$ cat config.mk
export PLATFORM = sky130hd
export DESIGN_NAME = fle_csr
export DESIGN_NICKNAME = d
export VERILOG_FILES = /design/src/sv/fle_pkg.sv /design/src/sv/fle_csr.sv
export SDC_FILE = /design/constraint.sdc
export NUM_CORES = 1
export LEC_CHECK = 0
export BUFFER_PORTS_ARGS = -buffer_cell sky130_fd_sc_hd__buf_2
export CAP_MARGIN = 40
export CORE_UTILIZATION = 33
export DETAILED_ROUTE_END_ITERATION = 7
export PLACE_DENSITY = 0.78
export SETUP_SLACK_MARGIN = 0.05
export SYNTH_ARGS = -nofsm -noshare
export SYNTH_HDL_FRONTEND = slang
export SYNTH_SLANG_ARGS = --single-unit
$ cat constraint.sdc
create_clock -name clock -period 0.93 [get_ports clock]
set_input_delay 0.1395 -clock clock [delete_from_list [all_inputs] [get_ports clock]]
set_output_delay 0.1395 -clock clock [all_outputs]
set_load 0.01 [all_outputs]
$ cat src/sv/fle_pkg.sv
// shared types and constants for the free list entry allocator
// no dependencies
`timescale 1ns / 1ps

package fle_pkg;

   localparam int DEPTH = 1024;
   localparam int IDX_W = $clog2(DEPTH);
   localparam int CNT_W = IDX_W + 1;
   // memory word: allocated mark on top, free list link below
   localparam int WORD_W = IDX_W + 1;

   localparam int CSR_ADDR_W = 3;
   localparam int CSR_DATA_W = 32;
   localparam logic CSR_IDX_CAPACITY = 1'b0;
   localparam logic [CNT_W-1:0] CAPACITY_RESET = CNT_W'(1024);

   localparam logic [1:0] CMD_ALLOC = 2'd0;
   localparam logic [1:0] CMD_FREE  = 2'd1;
   localparam logic [1:0] CMD_QUERY = 2'd2;

   localparam logic [1:0] STATUS_OK        = 2'd0;
   localparam logic [1:0] STATUS_EXHAUSTED = 2'd1;
   localparam logic [1:0] STATUS_BAD       = 2'd2;

   typedef struct packed {
      logic [1:0]       cmd;
      logic [IDX_W-1:0] entry_index;
   } req_type;

   typedef struct packed {
      logic [IDX_W-1:0] granted_index;
      logic [1:0]       status;
      logic             is_allocated;
      logic [CNT_W-1:0] live_entries;
   } rsp_type;

   // one write port and one registered read port toward the entry memory
   typedef struct packed {
      logic              wr_en;
      logic [IDX_W-1:0]  wr_addr;
      logic [WORD_W-1:0] wr_data;
      logic              rd_en;
      logic [IDX_W-1:0]  rd_addr;
   } mem_req_type;

endpackage

$ cat src/sv/fle_csr.sv
// capacity register behind an apb style port
// depends on fle_pkg
`timescale 1ns / 1ps

module fle_csr
   import fle_pkg::*;
(
   input  logic                  clock,
   input  logic                  reset,
   input  logic                  psel,
   input  logic                  penable,
   input  logic                  pwrite,
   input  logic [CSR_ADDR_W-1:0] paddr,
   input  logic [CSR_DATA_W-1:0] pwdata,
   output logic [CSR_DATA_W-1:0] prdata,
   output logic                  pready,
   output logic [CNT_W-1:0]      capacity
);

   logic [CNT_W-1:0] capacity_ff;
   logic [CNT_W-1:0] capacity_in;
   logic             wr_hit;

   // byte offset within the word is ignored
   assign wr_hit = psel && penable && pwrite && (paddr[2] == CSR_IDX_CAPACITY);

   always_comb begin
      capacity_in = capacity_ff;
      if (wr_hit) begin
         capacity_in = pwdata[CNT_W-1:0];
      end
   end

   always_ff @(posedge clock) begin
      if (reset) begin
         capacity_ff <= CAPACITY_RESET;
      end else begin
         capacity_ff <= capacity_in;
      end
   end

   always_comb begin
      prdata = '0;
      if (paddr[2] == CSR_IDX_CAPACITY) begin
         prdata = {{(CSR_DATA_W-CNT_W){1'b0}}, capacity_ff};
      end
   end

   assign pready   = 1'b1;
   assign capacity = capacity_ff;

endmodule

== After elaboration in Yosys (flattened, before gate mapping) ==
Cells that the tools add are included.
Cells by class
  $add $sub $neg: 0
  $mul: 0
  div/mod/pow operators: 0
  $lt $le $gt $ge: 0
  equality and inequality tests: 0
  shift operators: 0
  muxes and demuxes: 1
  bitwise logic cells: 1
  reductions and logical operators: 3
Operators with widths (number)
  11-bit 2-to-1 mux: 1
  1-bit logical AND: 3
  1-bit NOT: 1
Storage, ports and cells
  register bits after elaboration: 11
  bits in latches: 0
  RAM bits: 0
  bits in read-only memories: 0
  input bits: 40
  output and inout bits: 44
  word-level logic and storage cells: 6
  memories kept: 0

== Logic depth before layout (Yosys ltp) ==
  depth in word-level cells: 3
  gate-level depth with buffers: 3
  depth with buffers taken out: 2

== Least setup slack after synthesis ==
Ideal clock, no wire load.
  path type: input to register
  from: in paddr[2]
  to: reg capacity_ff[0] (netlist: capacity[0])
  library setup time: 0.072 ns
  arrival time: 0.761 ns
  data required time: 0.858 ns
  setup slack: 0.098 ns
  cell stages on the path: 3
  path buffers: 1
  cell sequence: and4b_4 -> buf_12 -> mux2i_1
On the way
  cells in the longest elaborated chain, start to end: 2
Ends and longest elaborated chain
  start: declaration: line fle_csr.sv:13  | input logic [CSR_ADDR_W-1:0] paddr,
  1-bit NOT
  1-bit logical AND: line fle_csr.sv:25  | assign wr_hit = psel && penable && pwrite && (paddr[2] == CSR_IDX_CAPACITY);
  end signal: assignment: line fle_csr.sv:38  | capacity_ff <= capacity_in;
  end: declaration: line fle_csr.sv:20  | logic [CNT_W-1:0] capacity_ff;
Every way passes these cells.
A chain may end at the register's enable or synchronous reset.

== Worst setup path after layout ==
  from: reg capacity_ff[3] (netlist: capacity[3])
  to: out prdata[3]
On the way
  cells in the longest elaborated chain, start to end: 1
Ends and longest elaborated chain
  11-bit 2-to-1 mux: line fle_csr.sv:44  | if (paddr[2] == CSR_IDX_CAPACITY) begin
  end: declaration: line fle_csr.sv:15  | output logic [CSR_DATA_W-1:0] prdata,
Every way passes these cells.

==> run metrics <==
initial antenna violation count 0; total CTS buffers 3; Hold-fix buffers, CTS 0; Final min period 1020 ps; Max Freq around 980 MHz; largest net degree at the start of global routing 23; internal cell power about 740 uW; ANT cells 0; number of flip-flops in the largest register 11; worst skew pair latency approximately 260 ps; period utilisation layout 1.10; Synth Area in XOR/XNOR 0; Synth Area in Adders 0; I/O pin cnt 84; crit path capture type output pin; Post-Place Setup Slack -91.6 ps; Fin Clk Skew 0 ps; maximum fanout along the worst path 3; simple-gate area share of the yosys netlist 0.288; Synth Instances 84; R2R depth 4; Final Slew Violations 0; DRC 0; Flop pwr share 0.483; number of port buffers 38; RSZ-0062 raised after global routing yes; initial core utilization 0.368; mux contribution to synthesized area 0.146; gpl congestion 0.677; Layout area overhead 40.6%; worst endpoint data arrival time around 880 ps; synth unique cells 12; fill cell count approximately 210; HP Class in -> reg; DRT Pass-1 Iters 2; Setup violations, final 17; first-pass GRT wire length 2160 um; gr ovfl total 0; wire length per cell just over 9 um; largest family of logic cells by synthesized area simple AND/OR/NAND/NOR gates; met1 Use GR 0.120; post-route ant nets 0; hold depth 3; violated checks setup timing; placed wire-length estimate slightly below 1000 um; final count of hold timing violations 0; Netlist Area Pre-Place about 750 um^2; clock sink total 11; Pwr Density just under 1000 nW/um^2; Die H approximately 50 um; clock share of power 0.322; VDD IR max roughly 0.60 mV; Synth Register Bits 11; htree depth 1; Pleak approximately 0.00052 uW; site row count 16; Clock Path Buffers 2; CP Class reg -> out; met3 GRT Util 0.0370; max_cap viols 0; outcome complete, but fails checks; Final Core Density 0.518; Combinational Power Share 0.195; startpoint types register; Net Sw Frac 0.269; vias in the first global route ~530; Worst EP required between 700 and 800 ps; sequential area share after synthesis 0.293; GR met2 Demand/Resource 0.212; CTS root buf clkbuf_4; via count about 640; multi-input logic area between 400 and 500 um^2; area occupied by registers around 230 um^2; die width roughly 50 um; synth warn 0; nets 171; Synth Area in Compound Gates 0; Core ar. just over 2000 um^2; share of layout cells above drive strength 1 0.492; Avg Cell Area, Syn around 9 um^2; DIE AREA between 2000 and 2500 um^2; sw power between 200 and 300 uW; Post-Route WL 1420 um; final worst slack -92.1 ps; CTS tree done; drt initial violations 1; Worst-path clk slew around 70 ps; overall global routing resource usage 0.113; via density per instance between 4 and 5; GR peak layer met2
[cells by family (layout without fill, tap and decap cells)]
group,Yosys count,after routing
other,2,22
muxes,11,11
and+or+nand+nor,34,34
DFF,11,11
buffers and inverters,26,52
[worst paths after layout]
check,from,endpoint,slack (ps)
min,pwdata[0],capacity[0]$_SDFFE_PP0P_,120
max,capacity[3]$_SDFFE_PP0P_,prdata[3],-90
min reg2reg,capacity[0]$_SDFFE_PP0P_,capacity[0]$_SDFFE_PP0P_,480
max reg2reg,capacity[8]$_SDFFE_PP0P_,capacity[8]$_SDFFE_PP0P_,150
[layer usage]
metal	part of all wire	vias up
met4	0	0
met2	0.52	41
li1	-	309
met5	0	-
met3	0.098	0
met1	0.38	285
[power by group through the flow]
| stage | logic, uW | clock network (uW) | registers [uW] |
|---|---|---|---|
| after detailed placement | 169 | 0 | 499 |
| after global placement | 167 | 0 | 498 |
| after global routing | 220 | 365 | 492 |
| after CTS | 185 | 344 | 489 |
| final | 198 | 327 | 491 |
| after floorplan | 177 | 0 | 503 |
[timing repair]
| action | CTS | global route |
|---|---|---|
| setup endpoints to repair | 22 | 22 |
| pin swaps | 0 | 0 |
| endpoints found under the hold margin | 0 | 0 |
| gates resized for setup | 18 | 9 |
| buffers inserted | 6 | 3 |
[critical path, stage by stage, from the launching register on]
cell	delay, ps
dfxtp_2	350
nor2b_1	130
buf_2	140
[final cells by class]
| cell class | count | share of cell area |
|---|---|---|
| well taps | 27 | 0.0320 |
| flip-flops and latches | 11 | 0.221 |
| clock buffers | 4 | 0.0249 |
| multi-input cells | 67 | 0.394 |
| repair buffers | 48 | 0.328 |
[layout by cell type, fill, tap and decap left out, drive strengths merged]
cell type,instances
nor2b,10
clkbuf,4
and4b,1
and2b,1
buf,48
mux2i,11
conb,22
nor2,2
nand2b,20
dfxtp,11
[cell usage after synthesis, drive strengths merged]
| library cell | number | area [um^2] |
|---|---|---|
| buf | 24 | 190 |
| conb | 2 | 7.51 |
| dfxtp | 11 | 220 |
| mux2i | 11 | 110 |
| nor2b | 10 | 62.6 |
| and4b | 1 | 13.8 |
| nor2 | 2 | 7.51 |
| and2b | 1 | 7.51 |
| clkbuf | 2 | 7.51 |
| nand2b | 20 | 125 |
[stage by stage]
| stage | instance area (um^2) | instances | power (uW) | hold slack (ps) | TNS, ps |
|---|---|---|---|---|---|
| after floorplan | 827 | 104 | 680 | 294 | 0 |
| after global placement | 861 | 144 | 665 | 400 | -741 |
| after detailed placement | 861 | 144 | 668 | 410 | -845 |
| after CTS | 982 | 154 | 1020 | 113 | -868 |
| after global routing | 1060 | 157 | 1080 | 118 | -1590 |
| final | 1060 | 157 | 1020 | 118 | -848 |
Note: power is estimated with default switching activity, not from simulation.
