**src/sv/fle_pkg.sv**
```systemverilog
// shared types and constants for the free list entry allocator
// no dependencies
`timescale 1ns / 1ps

package fle_pkg;

   localparam int DEPTH = 1024;
   localparam int IDX_W = $clog2(DEPTH);
   localparam int CNT_W = IDX_W + 1;
   // memory word: allocated mark on top, free list link below
   localparam int WORD_W = IDX_W + 1;

   localparam int CSR_ADDR_W = 3;
   localparam int CSR_DATA_W = 32;
   localparam logic CSR_IDX_CAPACITY = 1'b0;
   localparam logic [CNT_W-1:0] CAPACITY_RESET = CNT_W'(1024);

   localparam logic [1:0] CMD_ALLOC = 2'd0;
   localparam logic [1:0] CMD_FREE  = 2'd1;
   localparam logic [1:0] CMD_QUERY = 2'd2;

   localparam logic [1:0] STATUS_OK        = 2'd0;
   localparam logic [1:0] STATUS_EXHAUSTED = 2'd1;
   localparam logic [1:0] STATUS_BAD       = 2'd2;

   typedef struct packed {
      logic [1:0]       cmd;
      logic [IDX_W-1:0] entry_index;
   } req_type;

   typedef struct packed {
      logic [IDX_W-1:0] granted_index;
      logic [1:0]       status;
      logic             is_allocated;
      logic [CNT_W-1:0] live_entries;
   } rsp_type;

   // one write port and one registered read port toward the entry memory
   typedef struct packed {
      logic              wr_en;
      logic [IDX_W-1:0]  wr_addr;
      logic [WORD_W-1:0] wr_data;
      logic              rd_en;
      logic [IDX_W-1:0]  rd_addr;
   } mem_req_type;

endpackage

```
**src/sv/fle_ctrl.sv**
```systemverilog
// sequencer of the allocator: clearing sweep, read of the entry word, update and result
// depends on fle_pkg; drives the entry memory through mem_req_type
`timescale 1ns / 1ps

module fle_ctrl
   import fle_pkg::*;
(
   input  logic              clock,
   input  logic              reset,
   input  logic [CNT_W-1:0]  capacity,
   input  logic              req_valid,
   output logic              req_stall,
   input  req_type           req_data,
   output logic              rsp_valid,
   input  logic              rsp_stall,
   output rsp_type           rsp_data,
   output mem_req_type       mem_req,
   input  logic [WORD_W-1:0] mem_rd_data
);

   typedef enum logic [2:0] {
      ST_CLEAR = 3'b001,
      ST_IDLE  = 3'b010,
      ST_EXEC  = 3'b100
   } state_type;

   localparam logic [CNT_W-1:0] DEPTH_CNT = CNT_W'(DEPTH);
   localparam logic [IDX_W-1:0] LAST_IDX  = IDX_W'(DEPTH - 1);

   state_type        state_ff, state_in;
   logic [IDX_W-1:0] clr_ff, clr_in;
   logic [IDX_W-1:0] head_ff, head_in;
   logic             empty_ff, empty_in;
   logic [CNT_W-1:0] bump_ff, bump_in;
   logic [CNT_W-1:0] live_ff, live_in;
   req_type          op_ff, op_in;
   logic             rsp_valid_ff, rsp_valid_in;
   rsp_type          rsp_ff, rsp_in;

   logic [CNT_W-1:0] bump_limit;
   logic [CNT_W-1:0] live_inc;
   logic             rd_mark;
   logic [IDX_W-1:0] rd_link;

   assign bump_limit = (capacity < DEPTH_CNT) ? capacity : DEPTH_CNT;
   assign live_inc   = live_ff + CNT_W'(1);
   assign rd_mark    = mem_rd_data[WORD_W-1];
   assign rd_link    = mem_rd_data[IDX_W-1:0];

   always_comb begin
      state_in     = state_ff;
      clr_in       = clr_ff;
      head_in      = head_ff;
      empty_in     = empty_ff;
      bump_in      = bump_ff;
      live_in      = live_ff;
      op_in        = op_ff;
      rsp_valid_in = rsp_valid_ff && rsp_stall;
      rsp_in       = rsp_ff;
      mem_req      = '0;
      mem_req.wr_addr = clr_ff;

      unique case (state_ff)
         ST_CLEAR: begin
            mem_req.wr_en   = 1'b1;
            mem_req.wr_addr = clr_ff;
            mem_req.wr_data = '0;
            clr_in = clr_ff + IDX_W'(1);
            if (clr_ff == LAST_IDX) begin
               state_in = ST_IDLE;
            end
         end
         ST_IDLE: begin
            if (req_valid) begin
               op_in         = req_data;
               mem_req.rd_en = 1'b1;
               if (req_data.cmd == CMD_ALLOC) begin
                  mem_req.rd_addr = empty_ff ? bump_ff[IDX_W-1:0] : head_ff;
               end else begin
                  mem_req.rd_addr = req_data.entry_index;
               end
               state_in = ST_EXEC;
            end
         end
         ST_EXEC: begin
            // the read word of the addressed entry is ready here
            if (!rsp_valid_ff || !rsp_stall) begin
               rsp_in = '0;
               rsp_in.status = STATUS_OK;
               if (op_ff.cmd == CMD_ALLOC) begin
                  if (!empty_ff) begin
                     rsp_in.granted_index = head_ff;
                     mem_req.wr_en   = 1'b1;
                     mem_req.wr_addr = head_ff;
                     mem_req.wr_data = {1'b1, rd_link};
                     head_in  = rd_link;
                     live_in  = live_inc;
                     empty_in = (live_inc >= bump_ff);
                  end else if (bump_ff < bump_limit) begin
                     rsp_in.granted_index = bump_ff[IDX_W-1:0];
                     mem_req.wr_en   = 1'b1;
                     mem_req.wr_addr = bump_ff[IDX_W-1:0];
                     mem_req.wr_data = {1'b1, rd_link};
                     bump_in = bump_ff + CNT_W'(1);
                     live_in = live_inc;
                  end else begin
                     rsp_in.status = STATUS_EXHAUSTED;
                  end
               end else if (op_ff.cmd == CMD_FREE) begin
                  if (!rd_mark) begin
                     rsp_in.status = STATUS_BAD;
                  end else begin
                     // push onto the list, link to the old head
                     mem_req.wr_en   = 1'b1;
                     mem_req.wr_addr = op_ff.entry_index;
                     mem_req.wr_data = {1'b0, head_ff};
                     head_in  = op_ff.entry_index;
                     empty_in = 1'b0;
                     if (live_ff != '0) begin
                        live_in = live_ff - CNT_W'(1);
                     end
                  end
               end else if (op_ff.cmd == CMD_QUERY) begin
                  rsp_in.is_allocated = rd_mark;
               end
               rsp_in.live_entries = live_in;
               rsp_valid_in = 1'b1;
               state_in     = ST_IDLE;
            end
         end
         default: begin
            state_in = ST_CLEAR;
         end
      endcase
   end

   always_ff @(posedge clock) begin
      if (reset) begin
         state_ff     <= ST_CLEAR;
         clr_ff       <= '0;
         head_ff      <= '0;
         empty_ff     <= 1'b1;
         bump_ff      <= '0;
         live_ff      <= '0;
         rsp_valid_ff <= 1'b0;
      end else begin
         state_ff     <= state_in;
         clr_ff       <= clr_in;
         head_ff      <= head_in;
         empty_ff     <= empty_in;
         bump_ff      <= bump_in;
         live_ff      <= live_in;
         rsp_valid_ff <= rsp_valid_in;
      end
   end

   always_ff @(posedge clock) begin
      op_ff  <= op_in;
      rsp_ff <= rsp_in;
   end

   assign req_stall = (state_ff != ST_IDLE);
   assign rsp_valid = rsp_valid_ff;
   assign rsp_data  = rsp_ff;

endmodule

```
**config.mk**
```make
export PLATFORM = sky130hd
export DESIGN_NAME = fle_ctrl
export DESIGN_NICKNAME = d
export VERILOG_FILES = /design/src/sv/fle_pkg.sv /design/src/sv/fle_ctrl.sv
export SDC_FILE = /design/constraint.sdc
export NUM_CORES = 1
export LEC_CHECK = 0
export BUFFER_PORTS_ARGS = -buffer_cell sky130_fd_sc_hd__buf_2
export CAP_MARGIN = 20
export CORE_MARGIN = 2
export CORE_UTILIZATION = 50
export DETAILED_ROUTE_END_ITERATION = 8
export HOLD_SLACK_MARGIN = 0.03
export PLACE_DENSITY_LB_ADDON = 0.25
export SLEW_MARGIN = 40
export SYNTH_ARGS = -nofsm -noshare
export SYNTH_HDL_FRONTEND = slang
export SYNTH_SLANG_ARGS = --single-unit
```
**constraint.sdc**
```tcl
create_clock -name clock -period 3.1 [get_ports clock]
set_input_delay 0.31 -clock clock [delete_from_list [all_inputs] [get_ports clock]]
set_output_delay 0.31 -clock clock [all_outputs]
set_load 0.005 [all_outputs]
```
# Word-level counts from Yosys, hierarchy flattened
# Index checks and enable logic that the tools add are counted.
# word_totals
latch_bits	0
romBits	0
register_bits	83
in_bits	38
word_cells	87
mem_count	0
mem_bits_rw	0
# op_classes
n_div	0
eq_ne	11
n_mux	39
mul	0
order_cmp	3
shift	0
n_bitwise	1
n_reduce_logical	16
add_sub_neg	4
# op_table
op	n
$mux 22	6
$mux 11	9
$mux 10	8
$pmux 22 s2	1
$add 11x1->11 const B	2
$ge 11x11->1	1
$lt 11x11->1	1
$lt 11x11->1 const B	1
$reduce_bool 11->1	1
$sub 11x1->11 const B	1
$add 10x1->10 const B	1
$eq 10x10->1 const B	1
$reduce_and 5->1	2
$mux 3	3
$pmux 3 s3	1
$mux 1	8
$ne 2x2->1 const B	4
$mux 2	3
$logic_not 2->1	2
$reduce_and 2->1	2
$reduce_and 4->1	1
$reduce_bool 2->1	2
$eq 3x1->1 const B	1
$eq 3x2->1 const B	1
10 further kinds	11

# Logic depth before layout (Yosys ltp)
# depth
word_depth	8
mapped_depth	12
ltp_nobuf	10

# Worst setup path after synthesis
# No wires, ideal clock.
# synth_path
kind	reg-to-output
start	register state_ff[2]
end	output mem_req[23] in the netlist's numbering
setup_slack_ns	0.372
required_time_ns	2.790
arrival_ns	2.418
n_path_buf	2
path_stages_with_launch	8
cell_sequence	dfxtp_1 -> or3b_4 -> nand2b_4 -> buf_6 -> inv_2 -> clkbuf_1 -> o21ai_0 -> o2bb2ai_1
# synth_rtl
element	line	rtl
start: declaration	fle_ctrl.sv:30	state_type state_ff, state_in;
start signal: assignment	fle_ctrl.sv:147	state_ff <= state_in;
end: declaration	fle_ctrl.sv:17	output mem_req_type mem_req,

==> qor_table.md <==
| Step | Metric | Reported |
|---|---|---|
| finish | Filler instances | 976 |
| worst setup path | Cell breakdown of the critical path | ha_1 -> and4_1 -> and2_1 -> a22o_1 -> nor2_1 -> buf_4 -> a21oi_1 -> o21ai_0 -> buf_2 |
| timing | Final-layout setup total negative slack | 0 ns |
| route | Antenna-violating nets left | 0 |
| worst setup path | Maximum fanout count along the critical path | 14 |
| pwr | Post-layout power | 0.00211 W |
| pwr | Clock share of power | 0.379 |
| synthesis | Ys Warns | 0 |
| pwr | Leak pwr | 2.39 nW |
| synthesis | Top cells by area, synth | sky130_fd_sc_hd__edfxtp_1 (20%), sky130_fd_sc_hd__dfxtp_1 (17%), sky130_fd_sc_hd__nand2_1 (6.0%), sky130_fd_sc_hd__ha_1 (5.8%), sky130_fd_sc_hd__nor2_1 (5.4%) |
| synthesis | Count of flip-flops with a built-in enable after synthesis | 36 |
| worst setup path | FF-to-FF End | empty_ff$_SDFFE_PP1P_ |
| timing | Final hold violations | 0 |
| timing | Shortest period the worst path allows | 2.94 ns |
| synthesis | Average cell area after synthesis | 8.52 µm² |
| clock tree | Cts-stage hold buffer count | 0 |
| grt | Global route overflow | 0 |
| synthesis | Share of the synthesized area in the top cell type | 0.199 |
| finish | Antenna cells | 0 |
| worst setup path | Startpoint kind of the worst setup timing path | flip-flop |
| clock tree | CTS buffer count | 9 |
| worst setup path | Startpoint of the lowest-slack register-to-register path | live_ff[1]$_SDFFE_PP0P_ |
| timing | Largest clock skew in the final design | 0.0107 ns |
| timing | Transition time at the pin with the least slew margin | 0.793 ns |
| timing | Upper clock frequency limit | 340 MHz |
| synthesis | Commonest cells in the netlist | sky130_fd_sc_hd__nand2_1 (87), sky130_fd_sc_hd__nor2_1 (78), sky130_fd_sc_hd__dfxtp_1 (47), sky130_fd_sc_hd__a21oi_1 (40), sky130_fd_sc_hd__edfxtp_1 (36) |
| pwr | Combinational fraction of design power | 0.071 |
| worst setup path | Worst reg2reg path depth | 10 |
| timing | Final period util | 0.947 |
| worst setup path | Number of logic stages on the critical path including buffering | 9 |
| flow run | Max Cap Violations | 0 |
| synthesis | Post-Synthesis Cell Area | 0.00543 mm² |
| worst hold path | Hold WC Path Type | in -> reg |
| clock tree | Clock root buffer master | sky130_fd_sc_hd__clkbuf_8 |
| pwr | Worst supply voltage drop on vdd | 0.000225 V |
| clock tree | Number of sinks handled by clock tree synthesis | 83 |
| synthesis | Dominant synthesized flop cell | sky130_fd_sc_hd__dfxtp_1 |
| worst setup path | Crit path largest cell delay | 0.48 ns |
| place | Sum of net half-perimeters after detailed placement | 11.9 mm |
| pwr | Proportion of power drawn by flip-flops and latches | 0.549 |
| floorplanning | Vertical extent of the die | 108 µm |
| floorplanning | Floorplan die width | 108 µm |
| synthesis | Mapped Cells | 637 |
| pwr | Net Sw Power | 0.000510 W |
| timing | Setup-violating endpoint count in the final report | 0 |
| clock tree | Clock-pin slew on the worst setup and hold paths | 0.09 ns |
| worst setup path | Worst R2R Setup Slack | 0.32 ns |
| worst setup path | Slowest CP cell | sky130_fd_sc_hd__dfxtp_1 |
| worst setup path | Critical Setup Path Class | reg -> out |
| worst setup path | Crit path max-delay family | compound AO/OA/AOI/OAI gates |
| floorplanning | Initial core utilization | 0.508 |
| worst setup path | Endpoint type of the worst setup path | primary output |
| worst setup path | Data arrival time of the critical path | 2.63 ns |
| route | Avg WL per Cell | 18.5 µm |
| pwr | Cell-internal power | 0.00160 W |
| clock tree | H-tree depth | 3 |
| finish | Final Net Count | 789 |
| finish | Area growth from synthesis to layout | 15.7% |
| clock tree | Bufs on Longest Clock Path | 2 |
| timing | Worst hold slack after final layout | 0.138 ns |
| finish | Number of standard cells in the layout, taps in and fillers out | 871 |
| route | Total number of vias | 5247 |
| place | Total of buffers placed on input and output ports | 96 |
| clock tree | Clock latency reported for the late side of the worst-skew pair | 0.36 ns |
| synthesis | Top cell type by total area after synthesis | sky130_fd_sc_hd__edfxtp_1 |
| floorplanning | Core region area | 0.0107 mm² |
| floorplanning | Total Die Area | 0.0117 mm² |
| clock tree | Setup Buffers After CTS | 0 |
| route | DRC violation total after the first TritonRoute iteration | 472 |
| grt | Maximum number of pins on one net before global-route repair | 39 |
| pwr | Sw Ratio | 0.242 |
| synthesis | Dominant cell by count in the synthesized netlist | sky130_fd_sc_hd__nand2_1 |
| synthesis | Post-synthesis async set-or-reset flop share | 0 |
| floorplanning | Boundary Pins | 97 |
| timing | Unrepaired setup endpoints after global routing | no |
| grt | Number of global-route vias before repair | 4563 |
| synthesis | Sequential fraction of the synthesis area | 0.372 |
| route | Routed vias/inst | 6.02 |
| pwr | PwrDens | 336 mW/mm² |
| synthesis | #FFs+latches synth | 83 |
| place | RD Place Congestion | 0.947 |
| worst setup path | Total buffers and inverters traversed by the critical path | 2 |
| route | Final wirelength | 16.1 mm |
| worst setup path | Critical Path Start | bump_ff[5]$_SDFFE_PP0P_ |
| grt | Wire length of the first global-routing pass | 24.7 mm |
| place | Placed cell count | 855 |
| clock tree | Post-CTS sizing | 0 |
| synthesis | Net count after synthesis | 700 |
| timing | Fin. max-slew vios | 0 |
| run status | Status | complete, no violations |
| route | DRC violations left | 0 |
| route | Number of optimization iterations in the first detailed-route pass | 5 |
| grt | Total global routing track utilization | 0.275 |
| clock tree | Clock tree from TritonCTS | yes |
| timing | Normalized max-slew margin | 0.467 |
| floorplanning | Rows | 38 |
| synthesis | Post-synthesis cell type count | 65 |
| finish | Layout cell share with drive strength beyond 1 | 0.218 |
| worst setup path | Worst path required time | 2.79 ns |
| grt | Number of antenna violations at the first check in global routing | 0 |
| worst setup path | Worst setup endpoint | mem_req[31] |
## flip-flops by register name (all words and copies together), names as in the netlist
| signal | cells |
|---|---|
| state_ff | 3 |
| head_ff | 10 |
| op_ff | 12 |
| rsp_valid | 1 |
| empty_ff | 1 |
| live_ff | 11 |
| clr_ff | 10 |
| rsp_data | 24 |
| bump_ff | 11 |
## metal layers
metal  global-route usage  up-vias  share of wire
met3               0.0356       26          0.082
met5                    0        -              0
met4               0.0907        0          0.020
met1                0.400     2460           0.44
li1                     -     2504              -
met2                0.423      257           0.45
## cell type report
cell class | instances | area [µm²] | area share
sequential | 83 | 2020 | 0.322
tap | 140 | 175 | 0.0279
multi-input combinational | 489 | 3130 | 0.499
clock inverter | 6 | 65.1 | 0.0104
timing repair buffer | 120 | 661 | 0.105
inverter | 23 | 86.3 | 0.0137
clock buffer | 10 | 138 | 0.0219
## per-stage QoR
step / setup WS [ns] / area (µm²) / utilization
after floorplan: 0.372 / 5430 / -
after global placement: 0.323 / 6070 / 0.568
after detailed placement: 0.244 / 6070 / 0.568
after CTS: 0.212 / 6280 / 0.587
after global routing: 0.0608 / 6280 / 0.587
final: 0.163 / 6280 / 0.587
## cells in the final DEF (no fill, tap or decap), types with 12 or more instances in the layout
| master | Yosys | final |
|---|---|---|
| sky130_fd_sc_hd__edfxtp_1 | 36 | 36 |
| sky130_fd_sc_hd__o31ai_1 | 12 | 12 |
| sky130_fd_sc_hd__nor2_1 | 78 | 77 |
| sky130_fd_sc_hd__buf_2 | 5 | 96 |
| sky130_fd_sc_hd__xnor2_1 | 23 | 23 |
| sky130_fd_sc_hd__nand2_1 | 87 | 87 |
| sky130_fd_sc_hd__inv_1 | 21 | 21 |
| sky130_fd_sc_hd__o21ai_0 | 22 | 22 |
| sky130_fd_sc_hd__ha_1 | 25 | 25 |
| sky130_fd_sc_hd__dfxtp_1 | 47 | 47 |
| sky130_fd_sc_hd__buf_4 | 2 | 24 |
| sky130_fd_sc_hd__a21oi_1 | 40 | 40 |
| sky130_fd_sc_hd__nand3_1 | 17 | 17 |
## power by group through the flow
stage          Sequential, W  Combinational (W)  Clock, W
2_1_floorplan        0.00118          0.0000894         0
3_3_place_gp         0.00118           0.000143         0
3_5_place_dp         0.00119           0.000148         0
4_1_cts              0.00116           0.000150  0.000808
5_1_grt              0.00116           0.000169  0.000851
6_report             0.00116           0.000151  0.000801
## worst reg2reg max path: stages, from the launching register on
cell	delay (ns)
sky130_fd_sc_hd__dfxtp_1	0.54
sky130_fd_sc_hd__ha_1	0.36
sky130_fd_sc_hd__and3_1	0.38
sky130_fd_sc_hd__xnor2_1	0.17
sky130_fd_sc_hd__ha_1	0.26
sky130_fd_sc_hd__a21o_1	0.18
sky130_fd_sc_hd__a21o_1	0.17
sky130_fd_sc_hd__a21oi_1	0.16
sky130_fd_sc_hd__o221ai_1	0.13
sky130_fd_sc_hd__a211oi_1	0.25
sky130_fd_sc_hd__o21bai_1	0.08
## worst min path at each step
stage	startpoint	end	slack (ns)	depth (start not counted)
detailed placement	req_data[2]	op_ff[2]$_DFFE_PP_	0.51	1
global placement	req_data[2]	op_ff[2]$_DFFE_PP_	0.50	1
global route	req_data[3]	op_ff[3]$_DFFE_PP_	0.13	1
CTS	req_data[2]	op_ff[2]$_DFFE_PP_	0.13	1
floorplan	req_data[0]	op_ff[0]$_DFFE_PP_	0.41	0
finish	req_data[7]	op_ff[7]$_DFFE_PP_	0.14	1
## cell families after synthesis
group,Yosys count,share of synthesized area
AO/OA/AOI/OAI,158,0.213
XOR/XNOR,30,0.0484
adder cells (fa/ha/maj),25,0.0576
buffers and inverters,65,0.0516
flip-flops,83,0.372
multiplexers,12,0.0226
AND/OR/NAND/NOR,264,0.235
Power figures use the tool's default switching activity.
